[config.mk]
export PLATFORM = sky130hd
export DESIGN_NAME = optical_flow_position_update_top
export DESIGN_NICKNAME = d
export VERILOG_FILES = /design/src/hdl/ofpu_pkg.sv /design/src/hdl/ofpu_mac.sv /design/src/hdl/ofpu_seq.sv /design/src/hdl/optical_flow_position_update_top.sv
export SDC_FILE = /design/constraint.sdc
export NUM_CORES = 2
export LEC_CHECK = 0
export BUFFER_PORTS_ARGS = -buffer_cell sky130_fd_sc_hd__buf_2
export CAP_MARGIN = 20
export CORE_MARGIN = 3
export CORE_UTILIZATION = 35
export DETAILED_ROUTE_END_ITERATION = 8
export PLACE_DENSITY = 0.49
export SYNTH_ARGS = -nofsm -noshare
export SYNTH_HDL_FRONTEND = slang
export SYNTH_SLANG_ARGS = --single-unit
[constraint.sdc]
create_clock -name aclk -period 27 [get_ports aclk]
set_clock_uncertainty 0.2 [all_clocks]
set_input_delay 1.35 -clock aclk [delete_from_list [all_inputs] [get_ports aclk]]
set_output_delay 1.35 -clock aclk [all_outputs]
set_load 0.05 [all_outputs]
[src/hdl/ofpu_pkg.sv]
// Shared types, operand codes and capture codes of the optical-flow position update.
package ofpu_pkg;

    // Operand A sources (chunked by the hi flag where the value is wide)
    localparam logic [2:0] A_DROLL  = 3'd0;
    localparam logic [2:0] A_DPITCH = 3'd1;
    localparam logic [2:0] A_CX     = 3'd2;
    localparam logic [2:0] A_CY     = 3'd3;
    localparam logic [2:0] A_FX     = 3'd4;
    localparam logic [2:0] A_FY     = 3'd5;
    localparam logic [2:0] A_XC     = 3'd6;
    localparam logic [2:0] A_YC     = 3'd7;

    // Operand B sources
    localparam logic [2:0] B_R2P  = 3'd0;
    localparam logic [2:0] B_CONV = 3'd1;
    localparam logic [2:0] B_SUM  = 3'd2;
    localparam logic [2:0] B_YSIN = 3'd3;
    localparam logic [2:0] B_YCOS = 3'd4;

    // Accumulator start values
    localparam logic [2:0] I_DX  = 3'd0;
    localparam logic [2:0] I_DY  = 3'd1;
    localparam logic [2:0] I_R27 = 3'd2;
    localparam logic [2:0] I_R4  = 3'd3;
    localparam logic [2:0] I_R17 = 3'd4;

    // Accumulator capture targets
    localparam logic [3:0] CAP_NONE = 4'd0;
    localparam logic [3:0] CAP_CX   = 4'd1;
    localparam logic [3:0] CAP_CY   = 4'd2;
    localparam logic [3:0] CAP_FX   = 4'd3;
    localparam logic [3:0] CAP_FY   = 4'd4;
    localparam logic [3:0] CAP_XC   = 4'd5;
    localparam logic [3:0] CAP_YC   = 4'd6;
    localparam logic [3:0] CAP_LON  = 4'd7;
    localparam logic [3:0] CAP_LAT  = 4'd8;

    localparam int A_W     = 24;
    localparam int B_W     = 26;
    localparam int ACC_W   = 64;
    localparam int CHUNK_W = 23;

    localparam logic [4:0] LAST_STEP = 5'd18;

    typedef struct packed {
        logic en;
        logic clear;
        logic hi;
        logic neg;
    } mac_op_t;

    typedef struct packed {
        mac_op_t    op;
        logic [2:0] init_sel;
        logic [2:0] a_sel;
        logic [2:0] b_sel;
        logic [3:0] cap;
        logic       running;
        logic       done;
    } seq_out_t;

endpackage

[src/hdl/ofpu_mac.sv]
// Shared signed multiply-accumulate unit with chunk shift and start-value load.
module ofpu_mac
    import ofpu_pkg::*;
(
    input  logic                    aclk,
    input  mac_op_t                 op,
    input  logic signed [A_W-1:0]   a,
    input  logic signed [B_W-1:0]   b,
    input  logic signed [ACC_W-1:0] init,
    output logic signed [ACC_W-1:0] acc
);

    logic signed [A_W+B_W-1:0] prod;
    logic signed [ACC_W-1:0]   prod_ext;
    logic signed [ACC_W-1:0]   term;
    logic signed [ACC_W-1:0]   base;
    logic signed [ACC_W-1:0]   acc_reg;
    logic signed [ACC_W-1:0]   acc_next;

    assign prod     = a * b;
    assign prod_ext = {{(ACC_W-A_W-B_W){prod[A_W+B_W-1]}}, prod};
    // high chunk of A carries weight 2^23
    assign term     = op.hi ? {prod_ext[ACC_W-CHUNK_W-1:0], {CHUNK_W{1'b0}}} : prod_ext;
    assign base     = op.clear ? init : acc_reg;
    assign acc_next = op.neg ? (base - term) : (base + term);

    always_ff @(posedge aclk) begin
        if (op.en) begin
            acc_reg <= acc_next;
        end
    end

    assign acc = acc_reg;

endmodule

[src/hdl/ofpu_seq.sv]
// Step sequencer driving the shared multiply-accumulate unit.
module ofpu_seq
    import ofpu_pkg::*;
(
    input  logic     aclk,
    input  logic     aresetn,
    input  logic     start,
    output seq_out_t seq
);

    logic       running_reg, running_next;
    logic [4:0] step_reg, step_next;
    logic [3:0] cap_reg, cap_next;
    mac_op_t    op;
    logic [2:0] init_sel, a_sel, b_sel;
    logic [3:0] dst;

    always_comb begin
        op       = '0;
        init_sel = I_R27;
        a_sel    = A_CX;
        b_sel    = B_CONV;
        dst      = CAP_NONE;
        case (step_reg)
            5'd0: begin
                op = '{en: 1'b1, clear: 1'b1, hi: 1'b0, neg: 1'b1};
                init_sel = I_DX;  a_sel = A_DROLL;  b_sel = B_R2P;  dst = CAP_CX;
            end
            5'd1: begin
                op = '{en: 1'b1, clear: 1'b1, hi: 1'b0, neg: 1'b0};
                init_sel = I_DY;  a_sel = A_DPITCH; b_sel = B_R2P;  dst = CAP_CY;
            end
            5'd2: begin
                op = '{en: 1'b1, clear: 1'b1, hi: 1'b0, neg: 1'b0};
                init_sel = I_R27; a_sel = A_CX;     b_sel = B_CONV;
            end
            5'd3: begin
                op = '{en: 1'b1, clear: 1'b0, hi: 1'b1, neg: 1'b0};
                a_sel = A_CX; b_sel = B_CONV; dst = CAP_FX;
            end
            5'd4: begin
                op = '{en: 1'b1, clear: 1'b1, hi: 1'b0, neg: 1'b0};
                init_sel = I_R27; a_sel = A_CY;     b_sel = B_CONV;
            end
            5'd5: begin
                op = '{en: 1'b1, clear: 1'b0, hi: 1'b1, neg: 1'b0};
                a_sel = A_CY; b_sel = B_CONV; dst = CAP_FY;
            end
            5'd6: begin
                op = '{en: 1'b1, clear: 1'b1, hi: 1'b0, neg: 1'b1};
                init_sel = I_R4;  a_sel = A_FX;     b_sel = B_SUM;
            end
            5'd7: begin
                op = '{en: 1'b1, clear: 1'b0, hi: 1'b1, neg: 1'b1};
                a_sel = A_FX; b_sel = B_SUM; dst = CAP_XC;
            end
            5'd8: begin
                op = '{en: 1'b1, clear: 1'b1, hi: 1'b0, neg: 1'b1};
                init_sel = I_R4;  a_sel = A_FY;     b_sel = B_SUM;
            end
            5'd9: begin
                op = '{en: 1'b1, clear: 1'b0, hi: 1'b1, neg: 1'b1};
                a_sel = A_FY; b_sel = B_SUM; dst = CAP_YC;
            end
            5'd10: begin
                op = '{en: 1'b1, clear: 1'b1, hi: 1'b0, neg: 1'b0};
                init_sel = I_R17; a_sel = A_XC;     b_sel = B_YSIN;
            end
            5'd11: begin
                op = '{en: 1'b1, clear: 1'b0, hi: 1'b1, neg: 1'b0};
                a_sel = A_XC; b_sel = B_YSIN;
            end
            5'd12: begin
                op = '{en: 1'b1, clear: 1'b0, hi: 1'b0, neg: 1'b0};
                a_sel = A_YC; b_sel = B_YCOS;
            end
            5'd13: begin
                op = '{en: 1'b1, clear: 1'b0, hi: 1'b1, neg: 1'b0};
                a_sel = A_YC; b_sel = B_YCOS; dst = CAP_LON;
            end
            5'd14: begin
                op = '{en: 1'b1, clear: 1'b1, hi: 1'b0, neg: 1'b0};
                init_sel = I_R17; a_sel = A_YC;     b_sel = B_YSIN;
            end
            5'd15: begin
                op = '{en: 1'b1, clear: 1'b0, hi: 1'b1, neg: 1'b0};
                a_sel = A_YC; b_sel = B_YSIN;
            end
            5'd16: begin
                op = '{en: 1'b1, clear: 1'b0, hi: 1'b0, neg: 1'b1};
                a_sel = A_XC; b_sel = B_YCOS;
            end
            5'd17: begin
                op = '{en: 1'b1, clear: 1'b0, hi: 1'b1, neg: 1'b1};
                a_sel = A_XC; b_sel = B_YCOS; dst = CAP_LAT;
            end
            default: begin
                op = '0;
            end
        endcase
        if (!running_reg) begin
            op  = '0;
            dst = CAP_NONE;
        end
    end

    always_comb begin
        running_next = running_reg;
        step_next    = step_reg;
        cap_next     = dst;
        if (start) begin
            running_next = 1'b1;
            step_next    = '0;
        end else if (running_reg) begin
            if (step_reg == LAST_STEP) begin
                running_next = 1'b0;
            end else begin
                step_next = step_reg + 5'd1;
            end
        end
    end

    always_ff @(posedge aclk) begin
        if (!aresetn) begin
            running_reg <= 1'b0;
            step_reg    <= '0;
            cap_reg     <= CAP_NONE;
        end else begin
            running_reg <= running_next;
            step_reg    <= step_next;
            cap_reg     <= cap_next;
        end
    end

    assign seq.op       = op;
    assign seq.init_sel = init_sel;
    assign seq.a_sel    = a_sel;
    assign seq.b_sel    = b_sel;
    assign seq.cap      = cap_reg;
    assign seq.running  = running_reg;
    assign seq.done     = running_reg && (step_reg == LAST_STEP);

endmodule

[src/hdl/optical_flow_position_update_top.sv]
// Top level of the optical-flow position update: handshakes, registers, operand muxing.
//
//  channel  | direction | transfer when          | content
//  ---------+-----------+------------------------+------------------------------------
//  s_*      | in        | s_tvalid && s_tready   | one flow sample (tdata, 104 bits)
//  m_*      | out       | m_tvalid && m_tready   | lon/lat movement (tdata), updated (tuser)
//  cfg_*    | in        | cfg_wr_en              | register write, index 0..3
//
//  An item whose gate passes runs through the shared multiply-accumulate unit
//  (18 multiply steps plus a final capture step), then loads the output register.
//  A gated-off item goes straight to the output register.
//  s_tready is high only while idle; a result waiting in the output register does not
//  block the next transfer in, only the hand-over of the following result.
//  Reset is synchronous, active low; it clears control and stored history and sets the registers to their reset values.
module optical_flow_position_update_top
    import ofpu_pkg::*;
(
    input  logic         aclk,
    input  logic         aresetn,
    input  logic         s_tvalid,
    output logic         s_tready,
    // [7:0] delta_x, [15:8] delta_y, [23:16] quality, [39:24] roll_angle,
    // [55:40] pitch_angle, [71:56] yaw_cosine, [87:72] yaw_sine, [103:88] height
    input  logic [103:0] s_tdata,
    output logic         m_tvalid,
    input  logic         m_tready,
    // [31:0] move_lon, [63:32] move_lat
    output logic [63:0]  m_tdata,
    // [0] updated
    output logic         m_tuser,
    input  logic         cfg_wr_en,
    input  logic [1:0]   cfg_index,
    input  logic [23:0]  cfg_wdata
);

    localparam logic [1:0] ST_IDLE = 2'd0;
    localparam logic [1:0] ST_RUN  = 2'd1;
    localparam logic [1:0] ST_DONE = 2'd2;

    localparam logic [1:0] REG_MIN_QUALITY = 2'd0;
    localparam logic [1:0] REG_MAX_TILT    = 2'd1;
    localparam logic [1:0] REG_R2P         = 2'd2;
    localparam logic [1:0] REG_CONV        = 2'd3;

    // input fields
    logic signed [7:0]  in_dx, in_dy;
    logic [7:0]         in_quality;
    logic signed [15:0] in_roll, in_pitch, in_ycos, in_ysin;
    logic [15:0]        in_height;

    assign in_dx      = s_tdata[7:0];
    assign in_dy      = s_tdata[15:8];
    assign in_quality = s_tdata[23:16];
    assign in_roll    = s_tdata[39:24];
    assign in_pitch   = s_tdata[55:40];
    assign in_ycos    = s_tdata[71:56];
    assign in_ysin    = s_tdata[87:72];
    assign in_height  = s_tdata[103:88];

    // configuration
    logic [7:0]  min_quality_reg;
    logic [14:0] max_tilt_reg;
    logic [15:0] r2p_reg;
    logic [23:0] conv_reg;

    always_ff @(posedge aclk) begin
        if (!aresetn) begin
            min_quality_reg <= 8'd10;
            max_tilt_reg    <= 15'd3217;
            r2p_reg         <= 16'd41725;
            conv_reg        <= 24'd103180;
        end else if (cfg_wr_en) begin
            case (cfg_index)
                REG_MIN_QUALITY: min_quality_reg <= cfg_wdata[7:0];
                REG_MAX_TILT:    max_tilt_reg    <= cfg_wdata[14:0];
                REG_R2P:         r2p_reg         <= cfg_wdata[15:0];
                REG_CONV:        conv_reg        <= cfg_wdata;
                default: ;
            endcase
        end
    end

    // control
    logic [1:0] state_reg, state_next;
    logic       s_xfer, out_load, gate_ok;
    logic       upd_reg;
    logic       m_tvalid_reg;
    seq_out_t   seq;

    // stored history and sample latches
    logic signed [15:0] prev_roll_reg, prev_pitch_reg;
    logic [15:0]        prev_height_reg;
    logic signed [31:0] held_lon_reg, held_lat_reg;
    logic signed [16:0] droll_reg, dpitch_reg;
    logic [16:0]        hsum_reg;
    logic signed [7:0]  dx_reg, dy_reg;
    logic signed [15:0] ycos_reg, ysin_reg;

    // intermediates
    logic signed [34:0] cx_reg, cy_reg;
    logic signed [31:0] fx_reg, fy_reg;
    logic signed [43:0] xc_reg, yc_reg;

    logic [16:0] abs_roll, abs_pitch;

    assign abs_roll  = in_roll[15]  ? (17'd0 - {in_roll[15], in_roll})   : {1'b0, in_roll};
    assign abs_pitch = in_pitch[15] ? (17'd0 - {in_pitch[15], in_pitch}) : {1'b0, in_pitch};
    assign gate_ok   = (in_quality >= min_quality_reg)
                    && (abs_roll  <= {2'b00, max_tilt_reg})
                    && (abs_pitch <= {2'b00, max_tilt_reg});

    assign s_tready = (state_reg == ST_IDLE);
    assign s_xfer   = s_tvalid && s_tready;
    assign out_load = (state_reg == ST_DONE) && (!m_tvalid_reg || m_tready);

    always_comb begin
        state_next = state_reg;
        case (state_reg)
            ST_IDLE: if (s_xfer) state_next = gate_ok ? ST_RUN : ST_DONE;
            ST_RUN:  if (seq.done) state_next = ST_DONE;
            ST_DONE: if (out_load) state_next = ST_IDLE;
            default: state_next = ST_IDLE;
        endcase
    end

    always_ff @(posedge aclk) begin
        if (!aresetn) begin
            state_reg       <= ST_IDLE;
            m_tvalid_reg    <= 1'b0;
            upd_reg         <= 1'b0;
            prev_roll_reg   <= '0;
            prev_pitch_reg  <= '0;
            prev_height_reg <= '0;
        end else begin
            state_reg <= state_next;
            if (out_load) begin
                m_tvalid_reg <= 1'b1;
            end else if (m_tready) begin
                m_tvalid_reg <= 1'b0;
            end
            if (s_xfer) begin
                upd_reg         <= gate_ok;
                prev_roll_reg   <= in_roll;
                prev_pitch_reg  <= in_pitch;
                prev_height_reg <= in_height;
            end
        end
    end

    // sample latch: deltas against the previous sample, altitude sum
    always_ff @(posedge aclk) begin
        if (s_xfer) begin
            droll_reg  <= 17'(in_roll)  - 17'(prev_roll_reg);
            dpitch_reg <= 17'(in_pitch) - 17'(prev_pitch_reg);
            hsum_reg   <= {1'b0, in_height} + {1'b0, prev_height_reg};
            dx_reg     <= in_dx;
            dy_reg     <= in_dy;
            ycos_reg   <= in_ycos;
            ysin_reg   <= in_ysin;
        end
    end

    // operand selection for the shared unit
    logic signed [A_W-1:0]   mac_a;
    logic signed [B_W-1:0]   mac_b;
    logic signed [ACC_W-1:0] mac_init;
    logic signed [ACC_W-1:0] acc;

    always_comb begin
        case (seq.a_sel)
            A_DROLL:  mac_a = {{(A_W-17){droll_reg[16]}}, droll_reg};
            A_DPITCH: mac_a = {{(A_W-17){dpitch_reg[16]}}, dpitch_reg};
            A_CX: mac_a = seq.op.hi ? {{(A_W-12){cx_reg[34]}}, cx_reg[34:23]}
                                    : {1'b0, cx_reg[22:0]};
            A_CY: mac_a = seq.op.hi ? {{(A_W-12){cy_reg[34]}}, cy_reg[34:23]}
                                    : {1'b0, cy_reg[22:0]};
            A_FX: mac_a = seq.op.hi ? {{(A_W-9){fx_reg[31]}}, fx_reg[31:23]}
                                    : {1'b0, fx_reg[22:0]};
            A_FY: mac_a = seq.op.hi ? {{(A_W-9){fy_reg[31]}}, fy_reg[31:23]}
                                    : {1'b0, fy_reg[22:0]};
            A_XC: mac_a = seq.op.hi ? {{(A_W-21){xc_reg[43]}}, xc_reg[43:23]}
                                    : {1'b0, xc_reg[22:0]};
            A_YC: mac_a = seq.op.hi ? {{(A_W-21){yc_reg[43]}}, yc_reg[43:23]}
                                    : {1'b0, yc_reg[22:0]};
            default: mac_a = '0;
        endcase
    end

    always_comb begin
        case (seq.b_sel)
            B_R2P:  mac_b = {{(B_W-16){1'b0}}, r2p_reg};
            B_CONV: mac_b = {{(B_W-24){1'b0}}, conv_reg};
            B_SUM:  mac_b = {{(B_W-17){1'b0}}, hsum_reg};
            B_YSIN: mac_b = {{(B_W-16){ysin_reg[15]}}, ysin_reg};
            B_YCOS: mac_b = {{(B_W-16){ycos_reg[15]}}, ycos_reg};
            default: mac_b = '0;
        endcase
    end

    // start values also carry the round-half-up offsets of the later shifts
    always_comb begin
        case (seq.init_sel)
            I_DX:  mac_init = {{(ACC_W-28){dx_reg[7]}}, dx_reg, 20'd0};
            I_DY:  mac_init = {{(ACC_W-28){dy_reg[7]}}, dy_reg, 20'd0};
            I_R27: mac_init = 64'h0000_0000_0800_0000;
            I_R4:  mac_init = 64'h0000_0000_0000_0010;
            I_R17: mac_init = 64'h0000_0000_0002_0000;
            default: mac_init = '0;
        endcase
    end

    ofpu_seq u_seq (
        .aclk    (aclk),
        .aresetn (aresetn),
        .start   (s_xfer && gate_ok),
        .seq     (seq)
    );

    ofpu_mac u_mac (
        .aclk (aclk),
        .op   (seq.op),
        .a    (mac_a),
        .b    (mac_b),
        .init (mac_init),
        .acc  (acc)
    );

    // Q.8 result with saturation to 32 bits
    logic        fits32;
    logic [31:0] sat_val;

    assign fits32  = (acc[63:49] == {15{acc[49]}});
    assign sat_val = fits32 ? acc[49:18] : (acc[63] ? 32'h8000_0000 : 32'h7FFF_FFFF);

    always_ff @(posedge aclk) begin
        case (seq.cap)
            CAP_CX: cx_reg <= acc[34:0];
            CAP_CY: cy_reg <= acc[34:0];
            CAP_FX: fx_reg <= acc[59:28];
            CAP_FY: fy_reg <= acc[59:28];
            CAP_XC: xc_reg <= acc[48:5];
            CAP_YC: yc_reg <= acc[48:5];
            default: ;
        endcase
    end

    always_ff @(posedge aclk) begin
        if (!aresetn) begin
            held_lon_reg <= '0;
            held_lat_reg <= '0;
        end else begin
            if (seq.cap == CAP_LON) held_lon_reg <= sat_val;
            if (seq.cap == CAP_LAT) held_lat_reg <= sat_val;
        end
    end

    // output register
    logic [63:0] m_tdata_reg;
    logic        m_tuser_reg;

    always_ff @(posedge aclk) begin
        if (out_load) begin
            m_tdata_reg <= {held_lat_reg, held_lon_reg};
            m_tuser_reg <= upd_reg;
        end
    end

    assign m_tvalid = m_tvalid_reg;
    assign m_tdata  = m_tdata_reg;
    assign m_tuser  = m_tuser_reg;

    // sequencer only runs while the control is in its compute state
    a_seq_in_run: assert property (@(posedge aclk) disable iff (!aresetn)
        seq.running |-> (state_reg == ST_RUN))
        else $error("sequencer running outside compute state");

    // a gated-off sample skips the compute and holds movement
    a_gate_skip: assert property (@(posedge aclk) disable iff (!aresetn)
        (s_xfer && !gate_ok) |=> (state_reg == ST_DONE) && !upd_reg && !seq.running)
        else $error("gated-off sample entered compute");

    // held movement only changes through the lon/lat captures
    a_held_stable: assert property (@(posedge aclk) disable iff (!aresetn)
        (seq.cap != CAP_LON) && (seq.cap != CAP_LAT)
        |=> $stable(held_lon_reg) && $stable(held_lat_reg))
        else $error("held movement changed outside capture");

    // loaded result matches held movement
    a_out_load: assert property (@(posedge aclk) disable iff (!aresetn)
        out_load |=> m_tvalid && (m_tdata == {held_lat_reg, held_lon_reg}))
        else $error("output register does not match held movement");

endmodule

-- Word level (Yosys, flattened, before mapping)
Cells that the tools add are included.
Widths: inputs -> output; s select.
- flip-flop bits (word level): 639
- input bits: 135
- output and inout port bits: 67
- word-level logic and storage cells: 165
- add/subtract/negate cells: 8
- $mul: 1
- magnitude comparators: 3
- eq/ne operators: 50
- mux-type cells: 32
- bitwise logic cells: 2
- reductions and logical operators: 38
- operator list (cell ; count):
    $pmux 64 s5 ; 1
    $mux 64 ; 3
    $pmux 24 s8 ; 1
    $mux 24 ; 6
    $pmux 26 s5 ; 1
    $add 64x64->64 ; 1
    $mux 32 ; 2
    $sub 64x64->64 ; 1
    $mul 24x26->50 ; 1
    $eq 5x4->1 const B ; 8
    $le 17x15->1 ; 2
    $mux 17 ; 2
    $sub 1x16->17 const A ; 2
    $sub 16x16->17 ; 2
    $pmux 4 s8 ; 1
    $pmux 3 s4 ; 2
    $pmux 4 s6 ; 1
    $pmux 3 s7 ; 1
    $eq 5x3->1 const B ; 4
    $reduce_or 4->1 ; 5
    $eq 3x2->1 const B ; 6
    $eq 3x3->1 const B ; 6
    $add 16x16->17 ; 1
    $eq 4x3->1 const B ; 4
    other kinds (31) ; 70

-- Logic depth before layout (Yosys ltp)
- depth in word-level cells: 10
- depth in mapped cells: 58
- gate-level depth less buffers: 54

-- By module
From an unflattened synthesis, not the netlist that was laid out.
- cells, all modules: 5923
- area, all modules: 58324.7 µm²
- modules (own cells, without submodules) (module ; instances ; cells an instance ; area an instance (µm²) ; seq. area each (µm²)):
    ofpu_mac ; 1 ; 3699 ; 32407.3 ; 1921.8
    optical_flow_position_update_top ; 1 ; 2113 ; 25069.0 ; 15174.6
    ofpu_seq ; 1 ; 111 ; 848.3 ; 200.2

-- Worst setup path after synthesis
No wires, ideal clock.
- kind: register to register
- start: register u_seq.step_reg[1]
- end: register u_mac.acc_reg[63] (netlist: u_mac.acc[63]) (data pin)
- library setup time: 0.258 ns
- data arrival time: 13.041 ns
- required time: 26.542 ns
- path slack: 13.501 ns
- stages on the path, launching flop included: 54
- buffers on the path: 6
- period minus slack after synthesis: 13.499 ns
- cell sequence: dfxtp_1 > ha_1 > clkbuf_1 > and3_1 > ha_1 > nor2_1 > o2bb2ai_2 > nand4_1 > buf_2 > nand2_1 > nor2_1 > clkbuf_1 > a22oi_1 > a31oi_1 > o32a_1 > clkbuf_1 > nand2_1 > fa_1 > (+18 left out) > o21ai_1 > nor4_2 > o211a_1 > nand4_1 > o31ai_1 > xnor2_1 > ha_1 > clkbuf_1 > inv_1 > or3_1 > nor3_1 > o31ai_1 > a31o_2 > o311a_1 > o31ai_1 > and4b_1 > a221o_1 > nor3_2
- word-level cells in the longest chain between the ends: 10
- elaborated cells on any way between the ends: 71
- classes of those cells: add/sub: 2; mul: 1; eq/ne: 32; mux: 17; reduce/logical: 19
- RTL lines (what ; RTL line ; source):
    start, declared ; ofpu_seq.sv:12 ; logic [4:0] step_reg, step_next;
    start signal, assigned ; ofpu_seq.sv:130 ; step_reg <= step_next;
    $eq 5x2->1, or another cell as far along ; ofpu_seq.sv:24 ; case (step_reg)
    $reduce_or 5->1 (no source line) / $reduce_or 3->1 (equally long branches) ; - ;
    $pmux 4 s6 ; ofpu_seq.sv:24 ;
    $mux 4 ; ofpu_seq.sv:101 ; if (!running_reg) begin
    $mux 24, or another cell as far along ; optical_flow_position_update_top.sv:183 ; A_YC: mac_a = seq.op.hi ? {{(A_W-21){yc_reg[43]}}, yc_reg[43:23]}
    $pmux 24 s8 ; optical_flow_position_update_top.sv:170 ; case (seq.a_sel)
    $mul 24x26->50 ; ofpu_mac.sv:20 ; assign prod = a * b;
    $mux 64 ; ofpu_mac.sv:23 ; assign term = op.hi ? {prod_ext[ACC_W-CHUNK_W-1:0], {CHUNK_W{1'b0}}} : prod_ext;
    $add 64x64->64 / $sub 64x64->64 (equally long branches) ; ofpu_mac.sv:25 ; assign acc_next = op.neg ? (base - term) : (base + term);
    $mux 64 (*) ; ofpu_mac.sv:25 ;
    net u_mac.acc_next[63] ; ofpu_mac.sv:18 ; logic signed [ACC_W-1:0] acc_next;
    end signal, assigned ; ofpu_mac.sv:29 ; acc_reg <= acc_next;
    end, declared ; ofpu_mac.sv:17 ; logic signed [ACC_W-1:0] acc_reg;
Mark *: on every way through the listed nets, which the timed path passes. The rest lies on a longest branch.
A chain may end at the register's enable or synchronous reset.

-- Final worst setup path
- start: register u_seq.step_reg[4]
- end: register u_mac.acc_reg[63] (netlist: u_mac.acc[63]) (data pin)
The elaborated chain is that of the path after synthesis.

==> summary.md <==
| Metric | Value |
|---|---|
| Outcome | finished clean |
| Initial antenna violation count | 4 |
| Worst hold stages | 0 |
| Hold path startpoint | upd_reg |
| Routed WL | 183 mm |
| Main synth FF type | edfxtp_1 |
| Ys async rst share | 0 |
| Hold Crit Class | flop to flop |
| Final-report max-slew violation count | 0 |
| Nature of the critical path endpoint | flop |
| TritonCTS clock tree | yes |
| CP max-delay cell | o31ai_1 |
| Die ar. | about 170000 um^2 |
| DR iter-0 viols | 3425 |
| Slew HR | 0.249 |
| Yosys top cell area share | 0.238 |
| Synth Cell Area | 56700 um^2 |
| Critical path required time | 27240 ps |
| Die X | around 410 um |
| Seq/Total Area, Yosys | 0.305 |
| CP most frequent cell | fa_1 |
| Fin crit share | 0.611 |
| Core region area | around 160000 um^2 |
| I/O pin total | 202 |
| Dominant cell type by area after synthesis | edfxtp_1 |
| Total gr overflow | 0 |
| Worst Tran Pin Value | approximately 1100 ps |
| Fmax achieved | 60.6 MHz |
| Synth Net Count | roughly 7000 |
| Worst path buffer plus inverter count | 8 |
| Bufs on Longest Clock Path | 3 |
| Row count | 147 |
| Number of max-cap violations | 0 |
| Layout cells sized above 1 | 0.0852 |
| Layout Nets | 7107 |
| RSZ-0062 raised after global routing | false |
| Final hold vios | 0 |
| Worst Path Max Fanout | 30 |
| R2r startpoint | u_seq.step_reg[4] |
| Final worst path period need | 16490 ps |
| DRC viols | 0 |
| CP top delay family | compound AO/OA/AOI/OAI gates |
| Initial core utilization | 0.353 |
| TritonCTS buffer count | 73 |
| Top-count cell post-synth | nand2_1 |
| Synth top cells by count | 943 x nand2_1, 811 x inv_1, 640 x fa_1 |
| DR vias/cell | 5.29 |
| PostCTS Resize Cnt | 0 |
| Clock sink total | 639 |
| Clk slew on worst S/H paths | 60 ps |
| Synthesized area per cell | ~9.6 um^2 |
| Final antenna-violating net count | 0 |
| Area Overhead vs Synth | 10.8% |
| Crit start category | flop |
| First-pass GRT wire length | around 280 mm |
| CTS root buf | clkbuf_16 |
| Routed len/inst | 22.2 um |
| Setup TNS Final | 0 ps |
| Final setup viols | 0 |
| Synth Register Bits | 639 |
| Hold Path End | m_tuser |
| Htree depth | 3 |
| Post-CTS setup buffer count | 0 |
| Global-route usage over all layers | 0.220 |
| Fillers | 16200 |
| Yosys cell types | 110 |
| Worst R2R Path Depth | 48 |
| Post-synth EDFFs | 450 |
| Flop2flop setup slack | 10510 ps |
| Hold-fix buffers at CTS | 0 |
| Largest net degree at the start of global routing | 120 |
| Clock Latency Late Sink | ~700 ps |
| Input/output buffers | 201 |
| DP Wirelength | 143 mm |
| Top cells by area, synth | edfxtp_1 24%, fa_1 23%, dfxtp_1 6.7%, ha_1 6.5%, nand2_1 6.2% |
| Max incr delay on CP | 800 ps |
| Synth Instances | approximately 6000 |
| Die height | 408 um |
| Syn. warnings | 0 |
| Fin Hold WS | 226 ps |
| WS Path Type | flop to flop |
| RePlAce Congestion | roughly 0.92 |
| Worst reg2reg path endpoint | u_mac.acc[63] |
| First-pass DRT Iterations | 8 |
| CP arrival | 16730 ps |
| Vias in the first global route | between 40000 and 50000 |
| DR vias | around 44000 |
[per-stage QoR]
step,std cells,utilization,worst slack [ps],area [um^2]
after floorplan,5933,-,13500,56700
after global placement,8118,0.375,10760,60300
after detailed placement,8119,0.375,10770,60300
after CTS,8251,0.390,10720,62700
after global routing,8256,0.391,9490,62800
final,8259,0.391,10510,62800
[routing by layer]
layer | global-route usage | part of all wire | up-vias | wire [um]
met3 | 0.0315 | 0.054 | 205 | 9980
met5 | 0 | 0.000055 | - | 10
met4 | 0.0487 | 0.022 | 2 | 3980
met1 | 0.310 | 0.46 | 22100 | 83900
met2 | 0.360 | 0.47 | 1273 | 85600
li1 | - | - | 20100 | -
[cells by family (layout without fill, tap and decap cells)]
kind of cell | after synthesis | count (layout) | share of synthesized area
compound gates | 1205 | 1205 | 0.148
xor+xnor | 195 | 195 | 0.0301
fa+ha+maj | 934 | 934 | 0.291
buf+inv | 1091 | 1253 | 0.0742
flops | 639 | 639 | 0.305
mux | 46 | 46 | 0.00819
other cells | 0 | 4 | 0
simple gates | 1823 | 1823 | 0.143
[layout make-up]
class | count | area [um^2] | area share
Antenna cell | 4 | 10.0 | 0.000159
Multi-Input combinational cell | 4203 | 35400 | 0.565
Tap cell | 2160 | 2700 | 0.0430
Clock buffer | 96 | 1960 | 0.0313
Inverter | 812 | 3050 | 0.0486
Sequential cell | 639 | 17300 | 0.275
Timing Repair Buffer | 309 | 1830 | 0.0291
Clock inverter | 36 | 492 | 0.00783
[worst max path at each step]
stage	depth (start not counted)	to	startpoint
global route	48	u_mac.acc[63]	u_seq.step_reg[2]
global placement	48	u_mac.acc[63]	u_seq.step_reg[4]
floorplan	53	u_mac.acc[63]	u_seq.step_reg[1]
finish	48	u_mac.acc[63]	u_seq.step_reg[4]
detailed placement	48	u_mac.acc[63]	u_seq.step_reg[4]
CTS	48	u_mac.acc[63]	u_seq.step_reg[4]
[placed cells by master, fill, tap and decap left out, types with 72 or more instances in the layout]
cell and instances:
buf_2 201, fa_1 640, nor2_1 369, o211a_1 72, dfxtp_1 189, a21oi_1 294
buf_4 104, xnor2_1 134, o21a_1 87, nand3_1 75, and2_1 72, ha_1 294
clkbuf_16 73, edfxtp_1 450, inv_1 810, o21ai_0 175, a21boi_0 103, nand2_1 942
Power is left out: the tool's default activity adds up to more than one toggle a clock period on the data nets, which glitch-free logic cannot reach.
